==> config.mk <==
export PLATFORM = sky130hd
export DESIGN_NAME = ordered_array_list
export DESIGN_NICKNAME = d
export VERILOG_FILES = /design/src/rtl/oal_pkg.sv /design/src/rtl/ordered_array_list.sv /design/src/rtl/oal_cell.sv /design/src/rtl/oal_prio.sv
export VERILOG_INCLUDE_DIRS = /design/src /design/src/rtl
export SDC_FILE = /design/constraint.sdc
export NUM_CORES = 2
export LEC_CHECK = 0
export BUFFER_PORTS_ARGS = -buffer_cell sky130_fd_sc_hd__buf_4
export CAP_MARGIN = 20
export CORE_AREA = 2 2 272 274
export DETAILED_ROUTE_END_ITERATION = 10
export DIE_AREA = 0 0 274 276
export GPL_TIMING_DRIVEN = 0
export PLACE_DENSITY_LB_ADDON = 0.25
export RECOVER_POWER = 100
export SLEW_MARGIN = 20
export SYNTH_ARGS = -nofsm -noshare
export SYNTH_HDL_FRONTEND = slang
export SYNTH_SLANG_ARGS = --single-unit
==> constraint.sdc <==
create_clock -name clk_i -period 5.3 [get_ports clk_i]
set_clock_uncertainty 0.1 [all_clocks]
set_input_delay 1.06 -clock clk_i [delete_from_list [all_inputs] [get_ports clk_i]]
set_output_delay 1.06 -clock clk_i [all_outputs]
set_load 0.02 [all_outputs]
==> src/rtl/ordered_array_list_defines.svh <==
// Assertion macros for the ordered array list.
// Included by the modules that carry assertions; no other dependencies.
`ifndef ORDERED_ARRAY_LIST_DEFINES_SVH
`define ORDERED_ARRAY_LIST_DEFINES_SVH
`ifndef SYNTHESIS
`define OAL_ASSERT_CLK(label, clk, rst_n, prop, msg) \
  label: assert property (@(posedge clk) disable iff (!rst_n) prop) else $error(msg);
`define OAL_ASSERT(label, prop, msg) \
  `OAL_ASSERT_CLK(label, clk_i, rst_ni, prop, msg)
`else
`define OAL_ASSERT_CLK(label, clk, rst_n, prop, msg)
`define OAL_ASSERT(label, prop, msg)
`endif
`endif

==> src/rtl/oal_pkg.sv <==
// Shared types, codes and default sizes for the ordered array list.
// No dependencies.
`timescale 1ns / 1ps
package oal_pkg;

  localparam int unsigned CAPACITY_DEF    = 16;
  localparam int unsigned ENTRY_WIDTH_DEF = 32;

  localparam int unsigned REQ_W   = 3;
  localparam int unsigned POS_W   = 5;
  localparam int unsigned VAL_W   = 32;
  localparam int unsigned ST_W    = 2;
  localparam int unsigned FPOS_W  = 4;
  localparam int unsigned COUNT_W = 5;

  localparam logic [REQ_W-1:0] REQ_INSERT     = 3'd0;
  localparam logic [REQ_W-1:0] REQ_APPEND     = 3'd1;
  localparam logic [REQ_W-1:0] REQ_REMOVE_AT  = 3'd2;
  localparam logic [REQ_W-1:0] REQ_READ       = 3'd3;
  localparam logic [REQ_W-1:0] REQ_FIND       = 3'd4;
  localparam logic [REQ_W-1:0] REQ_REMOVE_VAL = 3'd5;

  localparam logic [ST_W-1:0] ST_OK      = 2'd0;
  localparam logic [ST_W-1:0] ST_RANGE   = 2'd1;
  localparam logic [ST_W-1:0] ST_FULL    = 2'd2;
  localparam logic [ST_W-1:0] ST_MISSING = 2'd3;

  typedef struct packed {
    logic shift_up;
    logic shift_down;
  } oal_cmd_t;

endpackage

==> src/rtl/ordered_array_list.sv <==
// Ordered array list top level: request sequencer, row of entry cells,
// first-hit picker and result register. Depends on oal_pkg, oal_cell,
// oal_prio and ordered_array_list_defines.svh.
//
//   channel | direction | handshake              | fields
//   in      | into      | in_valid_i/in_ready_o  | req_type, position, item_value
//   out     | out of    | out_valid_o/out_ready_i| status, found_position,
//           |           |                        | read_data, entry_count
//
// One item at a time, none taken until done: accept, compare in all cells
// (match vector registered), then pick first hit and shift the cell row.
// The shift step waits while the previous result has not been taken.
// Reset clears the count and control state; cell contents stay undefined.
`timescale 1ns / 1ps
`include "ordered_array_list_defines.svh"
module ordered_array_list import oal_pkg::*; #(
  parameter int unsigned CAPACITY    = CAPACITY_DEF,
  parameter int unsigned ENTRY_WIDTH = ENTRY_WIDTH_DEF
) (
  input  logic               clk_i,
  input  logic               rst_ni,
  input  logic               in_valid_i,
  output logic               in_ready_o,
  input  logic [REQ_W-1:0]   req_type_i,
  input  logic [POS_W-1:0]   position_i,
  input  logic [VAL_W-1:0]   item_value_i,
  output logic               out_valid_o,
  input  logic               out_ready_i,
  output logic [ST_W-1:0]    status_o,
  output logic [FPOS_W-1:0]  found_position_o,
  output logic [VAL_W-1:0]   read_data_o,
  output logic [COUNT_W-1:0] entry_count_o
);

  localparam int unsigned IDX_W = $clog2(CAPACITY);
  localparam int unsigned CNT_W = $clog2(CAPACITY + 1);
  localparam int unsigned CMP_W = (CNT_W > POS_W) ? CNT_W : POS_W;

  localparam logic [1:0] S_IDLE  = 2'd0;
  localparam logic [1:0] S_SRCH  = 2'd1;
  localparam logic [1:0] S_APPLY = 2'd2;

  logic [1:0] state_q, state_d;

  logic [REQ_W-1:0] req_q;
  logic [POS_W-1:0] pos_q;
  logic [VAL_W-1:0] val_q;
  logic [CNT_W-1:0] count_q, count_d;

  logic [CAPACITY-1:0] hit_raw, hit_q;

  logic out_valid_q;
  logic [ST_W-1:0]    status_q, status_d;
  logic [FPOS_W-1:0]  fpos_q;
  logic [VAL_W-1:0]   rdata_q;
  logic [COUNT_W-1:0] cnt_out_q;

  logic                   accept;
  logic                   out_free;
  logic                   apply_go;
  logic [ENTRY_WIDTH-1:0] key;
  logic [ENTRY_WIDTH-1:0] cell_data [CAPACITY];
  logic [CMP_W-1:0]       pos_ext, cnt_ext;
  logic [IDX_W-1:0]       pos_idx;
  logic                   found;
  logic [IDX_W-1:0]       found_idx;
  oal_cmd_t               cmd;
  logic [IDX_W-1:0]       tidx;
  logic [IDX_W-1:0]       fpos_d;
  logic [ENTRY_WIDTH-1:0] rdata_d;

  assign accept   = in_valid_i && in_ready_o;
  assign out_free = !out_valid_q || out_ready_i;
  assign apply_go = (state_q == S_APPLY) && out_free;

  assign key     = ENTRY_WIDTH'(val_q);
  assign pos_ext = CMP_W'(pos_q);
  assign cnt_ext = CMP_W'(count_q);
  assign pos_idx = pos_ext[IDX_W-1:0];

  for (genvar k = 0; k < CAPACITY; k++) begin : g_cell
    logic [ENTRY_WIDTH-1:0] prev_w, next_w;
    if (k == 0) begin : g_first
      assign prev_w = '0;
    end else begin : g_mid_lo
      assign prev_w = cell_data[k-1];
    end
    if (k == CAPACITY - 1) begin : g_last
      assign next_w = '0;
    end else begin : g_mid_hi
      assign next_w = cell_data[k+1];
    end

    logic cell_hit;
    oal_cell #(
      .ENTRY_WIDTH (ENTRY_WIDTH),
      .IDX_W       (IDX_W),
      .CELL_IDX    (k)
    ) u_cell (
      .clk_i   (clk_i),
      .en_i    (apply_go),
      .cmd_i   (cmd),
      .idx_i   (tidx),
      .value_i (key),
      .prev_i  (prev_w),
      .next_i  (next_w),
      .data_o  (cell_data[k]),
      .hit_o   (cell_hit)
    );
    assign hit_raw[k] = cell_hit && (CNT_W'(k) < count_q);
  end

  oal_prio #(
    .N     (CAPACITY),
    .IDX_W (IDX_W)
  ) u_prio (
    .hit_i   (hit_q),
    .found_o (found),
    .idx_o   (found_idx)
  );

  always_comb begin
    status_d = ST_OK;
    fpos_d   = '0;
    rdata_d  = '0;
    cmd      = '0;
    tidx     = '0;
    count_d  = count_q;
    case (req_q)
      REQ_INSERT: begin
        if (pos_ext > cnt_ext) begin
          status_d = ST_RANGE;
        end else if (cnt_ext >= CMP_W'(CAPACITY)) begin
          status_d = ST_FULL;
        end else begin
          cmd.shift_up = 1'b1;
          tidx         = pos_idx;
          count_d      = count_q + CNT_W'(1);
        end
      end
      REQ_APPEND: begin
        if (cnt_ext >= CMP_W'(CAPACITY)) begin
          status_d = ST_FULL;
        end else begin
          cmd.shift_up = 1'b1;
          tidx         = count_q[IDX_W-1:0];
          count_d      = count_q + CNT_W'(1);
        end
      end
      REQ_REMOVE_AT: begin
        if (pos_ext >= cnt_ext) begin
          status_d = ST_RANGE;
        end else begin
          cmd.shift_down = 1'b1;
          tidx           = pos_idx;
          count_d        = count_q - CNT_W'(1);
        end
      end
      REQ_READ: begin
        if (pos_ext >= cnt_ext) begin
          status_d = ST_RANGE;
        end else begin
          rdata_d = cell_data[pos_idx];
        end
      end
      REQ_FIND, REQ_REMOVE_VAL: begin
        if (found) begin
          fpos_d = found_idx;
          if (req_q == REQ_REMOVE_VAL) begin
            cmd.shift_down = 1'b1;
            tidx           = found_idx;
            count_d        = count_q - CNT_W'(1);
          end
        end else begin
          status_d = ST_MISSING;
        end
      end
      default: begin
      end
    endcase
  end

  always_comb begin
    state_d = state_q;
    case (state_q)
      S_IDLE: begin
        if (accept) begin
          state_d = S_SRCH;
        end
      end
      S_SRCH: begin
        state_d = S_APPLY;
      end
      S_APPLY: begin
        if (out_free) begin
          state_d = S_IDLE;
        end
      end
      default: begin
        state_d = S_IDLE;
      end
    endcase
  end

  always_ff @(posedge clk_i or negedge rst_ni) begin
    if (!rst_ni) begin
      state_q     <= S_IDLE;
      count_q     <= '0;
      out_valid_q <= 1'b0;
    end else begin
      state_q <= state_d;
      if (apply_go) begin
        count_q     <= count_d;
        out_valid_q <= 1'b1;
      end else if (out_ready_i) begin
        out_valid_q <= 1'b0;
      end
    end
  end

  always_ff @(posedge clk_i) begin
    if (accept) begin
      req_q <= req_type_i;
      pos_q <= position_i;
      val_q <= item_value_i;
    end
    if (state_q == S_SRCH) begin
      hit_q <= hit_raw;
    end
    if (apply_go) begin
      status_q  <= status_d;
      fpos_q    <= FPOS_W'(fpos_d);
      rdata_q   <= VAL_W'(rdata_d);
      cnt_out_q <= COUNT_W'(count_d);
    end
  end

  assign in_ready_o       = (state_q == S_IDLE);
  assign out_valid_o      = out_valid_q;
  assign status_o         = status_q;
  assign found_position_o = fpos_q;
  assign read_data_o      = rdata_q;
  assign entry_count_o    = cnt_out_q;

  `OAL_ASSERT(a_count_bound, count_q <= CNT_W'(CAPACITY), "count above capacity")
  `OAL_ASSERT(a_count_hold, !apply_go |=> $stable(count_q), "count moved outside apply")
  `OAL_ASSERT(a_result_after_apply, apply_go |=> out_valid_q, "apply gave no result")
  `OAL_ASSERT(a_full_only_at_cap, out_valid_q && status_q == ST_FULL |-> count_q == CNT_W'(CAPACITY), "full reported below capacity")
  `OAL_ASSERT(a_remove_dec, apply_go && cmd.shift_down |=> count_q == $past(count_q) - CNT_W'(1), "remove did not drop count")

endmodule

==> src/rtl/oal_cell.sv <==
// One storage cell of the list: holds an entry, compares it to the key and
// shifts with its neighbors. Depends on oal_pkg.
`timescale 1ns / 1ps
module oal_cell import oal_pkg::*; #(
  parameter int unsigned ENTRY_WIDTH = ENTRY_WIDTH_DEF,
  parameter int unsigned IDX_W       = $clog2(CAPACITY_DEF),
  parameter int unsigned CELL_IDX    = 0
) (
  input  logic                   clk_i,
  input  logic                   en_i,
  input  oal_cmd_t               cmd_i,
  input  logic [IDX_W-1:0]       idx_i,
  input  logic [ENTRY_WIDTH-1:0] value_i,
  input  logic [ENTRY_WIDTH-1:0] prev_i,
  input  logic [ENTRY_WIDTH-1:0] next_i,
  output logic [ENTRY_WIDTH-1:0] data_o,
  output logic                   hit_o
);

  localparam logic [IDX_W-1:0] MyIdx = IDX_W'(CELL_IDX);

  logic [ENTRY_WIDTH-1:0] data_q, data_d;

  always_comb begin
    data_d = data_q;
    if (cmd_i.shift_up) begin
      if (MyIdx > idx_i) begin
        data_d = prev_i;
      end else if (MyIdx == idx_i) begin
        data_d = value_i;
      end
    end
    if (cmd_i.shift_down && (MyIdx >= idx_i)) begin
      data_d = next_i;
    end
  end

  always_ff @(posedge clk_i) begin
    if (en_i) begin
      data_q <= data_d;
    end
  end

  assign data_o = data_q;
  assign hit_o  = (data_q == value_i);

endmodule

==> src/rtl/oal_prio.sv <==
// First-hit picker: index of the lowest set bit of the match vector.
// Depends on oal_pkg.
`timescale 1ns / 1ps
module oal_prio import oal_pkg::*; #(
  parameter int unsigned N     = CAPACITY_DEF,
  parameter int unsigned IDX_W = $clog2(CAPACITY_DEF)
) (
  input  logic [N-1:0]     hit_i,
  output logic             found_o,
  output logic [IDX_W-1:0] idx_o
);

  logic [N-1:0] first;

  assign first   = hit_i & (~hit_i + N'(1));
  assign found_o = |hit_i;

  always_comb begin
    idx_o = '0;
    for (int k = 0; k < N; k++) begin
      if (first[k]) begin
        idx_o = idx_o | IDX_W'(k);
      end
    end
  end

endmodule

After elaboration in Yosys (flattened, before gate mapping)
Cells that the tools add are included.
{"block": "totals", "register_bits": 619, "inputBits": 44, "elab_cells": 331, "out_inout_bits": 45}
{"block": "classes", "n_mux": 111, "n_reduce_logical": 94, "bitwise_logic": 4, "eq_ne": 40, "n_lt_le_gt_ge": 52, "n_addsub": 3}
{"op": "32-bit 2-to-1 mux", "n": 65}
{"op": "32-bit == test", "n": 16}
{"op": "32-bit binary-select mux with 4-bit select", "n": 1}
{"op": "4-bit 2-to-1 mux", "n": 14}
{"op": "3-bit AND reduction", "n": 16}
{"op": "3-bit nonzero test", "n": 16}
{"op": "4-bit by 5-bit less-than comparator with 1-bit output (first input constant)", "n": 8}
{"op": "1-bit logical AND", "n": 34}
{"op": "2-bit nonzero test", "n": 17}
{"op": "4-bit == test (first input constant)", "n": 8}
{"op": "4-bit greater-or-equal comparator (first input constant)", "n": 8}
{"op": "4-bit > comparator (first input constant)", "n": 8}
{"op": "5-bit 2-to-1 mux", "n": 5}
{"op": "3-bit by 5-bit less-than comparator with 1-bit output (first input constant)", "n": 4}
{"op": "5-bit case mux with 4 select lines", "n": 1}
{"op": "16-bit by 1-bit adder with 16-bit output (second input constant)", "n": 1}
{"op": "16-bit AND", "n": 1}
{"op": "3-bit by 4-bit == test with 1-bit output (first input constant)", "n": 4}
{"op": "3-bit by 4-bit greater-or-equal comparator with 1-bit output (first input constant)", "n": 4}
{"op": "3-bit by 4-bit > comparator with 1-bit output (first input constant)", "n": 4}
{"op": "16-bit NOT", "n": 1}
{"op": "4-bit case mux with 4 select lines", "n": 1}
{"op": "16-bit OR reduction", "n": 1}
{"op": "2-bit 2-to-1 mux", "n": 7}
{"op": "other kinds (34)", "n": 59}

Depth between registers and ports, before layout
{"block": "depth", "word_depth": 26, "depth_mapped": 17}

Hierarchy
From an unflattened synthesis, not the netlist that was laid out.
{"block": "unflattened", "hier_cells": 3606, "hier_area_um2": 41597.4}
{"module": "ordered_array_list", "instances": 1, "area_each_um2": 8127.8, "cells_per_inst": 504}
{"module": "oal_cell (g_cell[1].u_cell)", "instances": 1, "area_each_um2": 2329.7, "cells_per_inst": 229}
{"module": "oal_cell (g_cell[8].u_cell)", "instances": 1, "area_each_um2": 2247.2, "cells_per_inst": 184}
{"module": "oal_cell (g_cell[7].u_cell)", "instances": 1, "area_each_um2": 2235.9, "cells_per_inst": 221}
{"module": "oal_cell (g_cell[4].u_cell)", "instances": 1, "area_each_um2": 2169.6, "cells_per_inst": 186}
{"module": "oal_cell (g_cell[6].u_cell)", "instances": 1, "area_each_um2": 2154.6, "cells_per_inst": 185}
{"module": "oal_cell (g_cell[10].u_cell)", "instances": 1, "area_each_um2": 2150.8, "cells_per_inst": 185}
{"module": "oal_cell (g_cell[13].u_cell)", "instances": 1, "area_each_um2": 2080.7, "cells_per_inst": 185}
{"module": "oal_cell (g_cell[14].u_cell)", "instances": 1, "area_each_um2": 2028.2, "cells_per_inst": 185}
{"module": "oal_cell (g_cell[2].u_cell)", "instances": 1, "area_each_um2": 2021.9, "cells_per_inst": 184}
{"module": "oal_cell (g_cell[3].u_cell)", "instances": 1, "area_each_um2": 2016.9, "cells_per_inst": 184}
{"module": "oal_cell (g_cell[12].u_cell)", "instances": 1, "area_each_um2": 2010.7, "cells_per_inst": 185}
{"module": "oal_cell (g_cell[15].u_cell)", "instances": 1, "area_each_um2": 2000.7, "cells_per_inst": 183}
{"module": "oal_cell (g_cell[5].u_cell)", "instances": 1, "area_each_um2": 2000.7, "cells_per_inst": 222}
{"module": "+4 rows"}

Least setup slack after synthesis
Ideal clock, no wire load.
{"block": "synth_path", "kind": "register to register", "startpoint": "register count_q[4] (netlist: cnt_ext[4])", "endpoint": "register g_cell[8].u_cell.data_q[0] (enable)", "synth_period_minus_slack_ns": 5.857, "required_time_ns": 4.730, "setup_ns": 0.470, "path_buffers": 4, "stages_incl_launch_ff": 13, "setup_slack_ns": -0.557, "arrival_ns": 5.287, "cell_sequence": "dfrtp_1 -> clkbuf_1 -> clkbuf_1 -> inv_1 -> ha_1 -> and3_1 -> o21ai_0 -> a21boi_0 -> o31a_1 -> clkbuf_1 -> nor2_1 -> buf_2 -> a211oi_1"}
{"block": "synth_via", "elab_chain_len": 8, "elab_cells_between_ends": 20, "classes_between": "5 x order compare; 1 x eq/ne; 10 x mux; 4 x reduce/logical"}
{"item": "start: declaration", "line_no": "ordered_array_list.sv:48", "source": "logic [CNT_W-1:0] count_q, count_d;"}
{"item": "start signal: assignment", "line_no": "ordered_array_list.sv:213", "source": "count_q <= count_d;"}
{"item": "5-bit greater-or-equal comparator", "line_no": "ordered_array_list.sv:133, ordered_array_list.sv:142"}
{"item": "4-bit 2-to-1 mux", "line_no": "ordered_array_list.sv:133", "source": "end else if (cnt_ext >= CMP_W'(CAPACITY)) begin"}
{"item": "4-bit 2-to-1 mux", "line_no": "ordered_array_list.sv:131", "source": "if (pos_ext > cnt_ext) begin"}
{"item": "4-bit case mux with 4 select lines", "line_no": "ordered_array_list.sv:129", "source": "case (req_q)"}
{"item": "4-bit greater-or-equal comparator", "line_no": "oal_cell.sv:33", "source": "if (cmd_i.shift_down && (MyIdx >= idx_i)) begin"}
{"item": "1-bit logical AND", "line_no": "oal_cell.sv:33"}
{"item": "3-bit nonzero test (no source line) / 2-bit nonzero test (equally long branches)"}
{"item": "3-bit AND reduction (no source line) *"}
{"item": "end signal: assignment", "line_no": "oal_cell.sv:40", "source": "data_q <= data_d;"}
{"item": "end: declaration", "line_no": "oal_cell.sv:22", "source": "logic [ENTRY_WIDTH-1:0] data_q, data_d;"}
Every way passes the cells marked *; elsewhere a longest branch is shown, timed or not.
A chain may end at the register's enable or synchronous reset.

Worst setup path in the final report
{"block": "layout_path", "startpoint": "register count_q[2] (netlist: cnt_ext[2])", "endpoint": "register g_cell[5].u_cell.data_q[22] (data pin)"}
{"block": "layout_via", "elab_chain_len": 8, "elab_cells_between_ends": 16, "classes_between": "5 x order compare; 10 x mux; 1 x reduce/logical"}
{"item": "5-bit greater-or-equal comparator", "line_no": "ordered_array_list.sv:133, ordered_array_list.sv:142"}
{"item": "4-bit 2-to-1 mux", "line_no": "ordered_array_list.sv:133"}
{"item": "4-bit 2-to-1 mux", "line_no": "ordered_array_list.sv:131"}
{"item": "4-bit case mux with 4 select lines", "line_no": "ordered_array_list.sv:129"}
{"item": "3-bit by 4-bit > comparator with 1-bit output", "line_no": "oal_cell.sv:27", "source": "if (MyIdx > idx_i) begin"}
{"item": "32-bit 2-to-1 mux", "line_no": "oal_cell.sv:27"}
{"item": "32-bit 2-to-1 mux", "line_no": "oal_cell.sv:26", "source": "if (cmd_i.shift_up) begin"}
{"item": "32-bit 2-to-1 mux *", "line_no": "oal_cell.sv:33"}
{"item": "via g_cell[5].u_cell.data_d[22]", "line_no": "oal_cell.sv:22"}
{"item": "end signal: assignment", "line_no": "oal_cell.sv:40"}
{"item": "end: declaration", "line_no": "oal_cell.sv:22"}
Mark *: on every way through the listed nets, which the timed path passes. The rest lies on a longest branch. The select of a mux whose other input is x is not followed.

==> impl_metrics.tcl <==
set metrics [dict create \
    status "finished with violations" \
    violations "max-capacitance violations, max-slew violations, negative setup slack" \
    worst_r2r_endpoint "g_cell[5].u_cell.data_o[22]$_DFFE_PP_" \
    syn_inst 3617 \
    wire_per_inst_um 39.1 \
    reg2reg_from "cnt_ext[2]$_DFFE_PN0P_" \
    first_global_vias 31604 \
    synth.net_count 3670 \
    numPortBuffers 88 \
    grt_pass1_wl_um 254000 \
    cts_buffers 74 \
    h-tree-depth 3 \
    crit_arrival_ns 5.65 \
    drive_above_1_share 0.120 \
    clkLatencyLatePin_ns 0.66 \
    drt_iter0_markers 6990 \
    final_common_cell "edfxtp_1" \
    max-vdd-ir-drop_mv 0.414 \
    startpoint_type "flop" \
    drc 0 \
    hp-class "primary input to asynchronous set/reset pin" \
    max_clock_freq_mhz 186 \
    power.density_mw_per_mm2 442 \
    end_kind "flop" \
    nNetsFinal 3874 \
    setup_viol 73 \
    num_vias 34080 \
    maxSlewHeadroom -0.904 \
    timing.critical_path.to "g_cell[5].u_cell.data_o[22]$_DFFE_PP_" \
    tightestPinTransition_ns 2.86 \
    syn_area_mm2 0.0397 \
    clkTransAtPathRegs_ns 0.07 \
    root_buffer "clkbuf_16" \
    die_h_um 276 \
    layout_common_cells "611 x edfxtp_1, 406 x nand2_1, 321 x mux2i_1" \
    fin_crit_sh 1.02 \
    grt_start_max_net_pins 38 \
    gp_congestion 1.12 \
    numClockSinks 619 \
    whs_ns 0.256 \
    area.growth.synth_to_final_pct 12.2 \
    grt_overflow 0 \
    setup-tns-final_ns -1.45 \
    postSynthRegisterBits 619 \
    die_w_um 274 \
    antenna_cells 0 \
    dr.pass1.iters 6 \
    postRouteWirelength_um 189000 \
    cts_tree "yes" \
    post-route-min-period_ns 5.39 \
    clockBufferDepth 3 \
    drv_slew 82 \
    initial_core_util 0.547 \
    avgViaCountPerCell 7.05 \
    die_area_mm2 0.0756 \
    cp.required_ns 5.56 \
    hpwl_um 155000 \
    maxCapViolations 4 \
    synth_cell_types 66 \
    r2r_setup_slack_ns -0.09 \
    hold_viol_final 0 \
    synth_edf_count 611 \
    critPathMaxFanout 10 \
    cts_hold_buf 0 \
    ant_nets 0 \
    ff2ff_path_depth 13 \
    ys.flop_type "edfxtp_1" \
    fill_cells 6129 \
    postSynthAreaPerCell_um2 11.0 \
    fp.coreArea_mm2 0.0726 \
    async_flop_share 0.0129 \
    setup_slack_ns -0.0899 \
    rows 99 \
    dp.cells 4691 \
    seq_area_frac_synth 0.467 \
    cellLeakagePower_nw 15.5 \
    grt_util_all_layers 0.493 \
    rsz0062_at_grt "no" \
    path_class "flop to flop" \
    yosysWarnings 0 \
    final_cells 4836 \
    io_pins 89 \
    antenna_found_initial 3 \
    crit_path_start "cnt_ext[2]$_DFFE_PN0P_" \
]
==> timing repair <==
item | in CTS | in global routing
resized for setup | 32 | 17
pin swaps | 6 | 2
gates cloned | 0 | 0
buffers inserted | 11 | 4
endpoints found under the setup margin | 1023 | 490
==> how the worst min path moves through the flow <==
stage / from / cells after the start / to
after floorplan: state_q[1]$_DFFE_PN0P_ / 2 / out_valid_o$_DFFE_PN0P_
after global placement: out_valid_o$_DFFE_PN0P_ / 2 / out_valid_o$_DFFE_PN0P_
after detailed placement: out_valid_o$_DFFE_PN0P_ / 2 / out_valid_o$_DFFE_PN0P_
after CTS: rst_ni / 1 / out_valid_o$_DFFE_PN0P_
after global routing: rst_ni / 1 / out_valid_o$_DFFE_PN0P_
final: rst_ni / 1 / out_valid_o$_DFFE_PN0P_
==> registers in the layout, indices dropped and copies added (netlist names) <==
| name | count |
|---|---|
| state_q | 2 |
| read_data_o | 32 |
| cnt_ext | 5 |
| g_cell.u_cell.data_o | 512 |
| pos_ext | 5 |
| req_q | 3 |
| found_position_o | 4 |
| out_valid_o | 1 |
| hit_q | 16 |
| key | 32 |
| status_o | 2 |
| entry_count_o | 5 |
==> routing by layer <==
layer	share of wire	routed length, um	up-vias	global-route usage
met2	0.40	75200	3204	0.668
li1	-	-	13757	-
met5	0	0	-	0
met4	0.098	18600	0	0.374
met1	0.36	67500	16554	0.657
met3	0.15	27900	565	0.154
==> report_power, final <==
part           switching [W]  total (W)  internal, W
Sequential          0.000655    0.00703      0.00638
Combinational        0.00493    0.00725      0.00232
Clock                0.00224    0.00541      0.00317
Total                0.00783     0.0197       0.0119
==> through the flow <==
step            util  setup WS, ns  total power [W]  instance area, um2
4_1_cts        0.619        0.0380           0.0193               44900
3_5_place_dp   0.581         -1.26           0.0140               42200
3_3_place_gp   0.573         -4.01           0.0137               41600
5_1_grt        0.614        0.0149           0.0199               44600
2_1_floorplan      -        -0.115           0.0110               39700
6_report       0.614       -0.0899           0.0197               44600
==> kinds of logic after synthesis <==
group                    after synthesis  share of synthesized area
AO/OA/AOI/OAI                        600                     0.0879
XOR/XNOR                             516                      0.114
adder cells (fa/ha/maj)                9                    0.00284
buffers and inverters                362                     0.0356
flip-flops                           619                      0.467
multiplexers                         514                      0.181
AND/OR/NAND/NOR                      997                      0.112
==> Yosys cell counts, types with 4 or more instances <==
cell / instances / share of area
a2111oi_0: 6 / 0.0013
a211oi_1: 5 / 0.00095
a21o_1: 4 / 0.00076
a21oi_1: 237 / 0.030
a2bb2oi_1: 33 / 0.0073
a31oi_1: 100 / 0.016
and2_1: 4 / 0.00063
buf_1: 50 / 0.0047
buf_2: 35 / 0.0044
clkbuf_1: 260 / 0.025
dfrtp_1: 8 / 0.0050
edfxtp_1: 611 / 0.46
ha_1: 9 / 0.0028
inv_1: 13 / 0.0012
mux2_1: 7 / 0.0020
mux2_2: 27 / 0.0077
mux2i_1: 321 / 0.081
mux4_2: 159 / 0.090
nand2_1: 406 / 0.038
nand2b_1: 5 / 0.00079
nand3_1: 24 / 0.0030
nand4_1: 60 / 0.0095
nor2_1: 294 / 0.028
nor2b_1: 39 / 0.0061
nor3_1: 44 / 0.0055
nor4_1: 95 / 0.015
o21ai_0: 141 / 0.018
o21ai_1: 5 / 0.00063
o22ai_1: 33 / 0.0052
o31a_1: 4 / 0.00088
or4_1: 9 / 0.0017
xnor2_1: 203 / 0.045
xor2_1: 313 / 0.069
==> critical path, cell delays in order, from the launching register on <==
cell and delay (ns):
dfrtp_1 0.43, clkbuf_1 0.54, inv_1 0.34, ha_1 0.39
and3_1 0.19, o21ai_0 0.20, o2bb2ai_1 0.42, a221oi_4 0.53
buf_4 0.21, a31oi_1 0.19, nor2_1 0.69, clkbuf_2 0.46
mux2i_1 0.27, a21oi_1 0.12
==> final cells by class <==
class | count | area (um2) | area share
Multi-Input combinational cell | 2636 | 19900 | 0.446
Clock inverter | 42 | 499 | 0.0112
Buffer | 345 | 1380 | 0.0309
Tap cell | 959 | 1200 | 0.0269
Timing Repair Buffer | 131 | 982 | 0.0220
Clock buffer | 90 | 2000 | 0.0448
Inverter | 14 | 56.3 | 0.00126
Sequential cell | 619 | 18500 | 0.416
(Power assumes the default switching activity.)
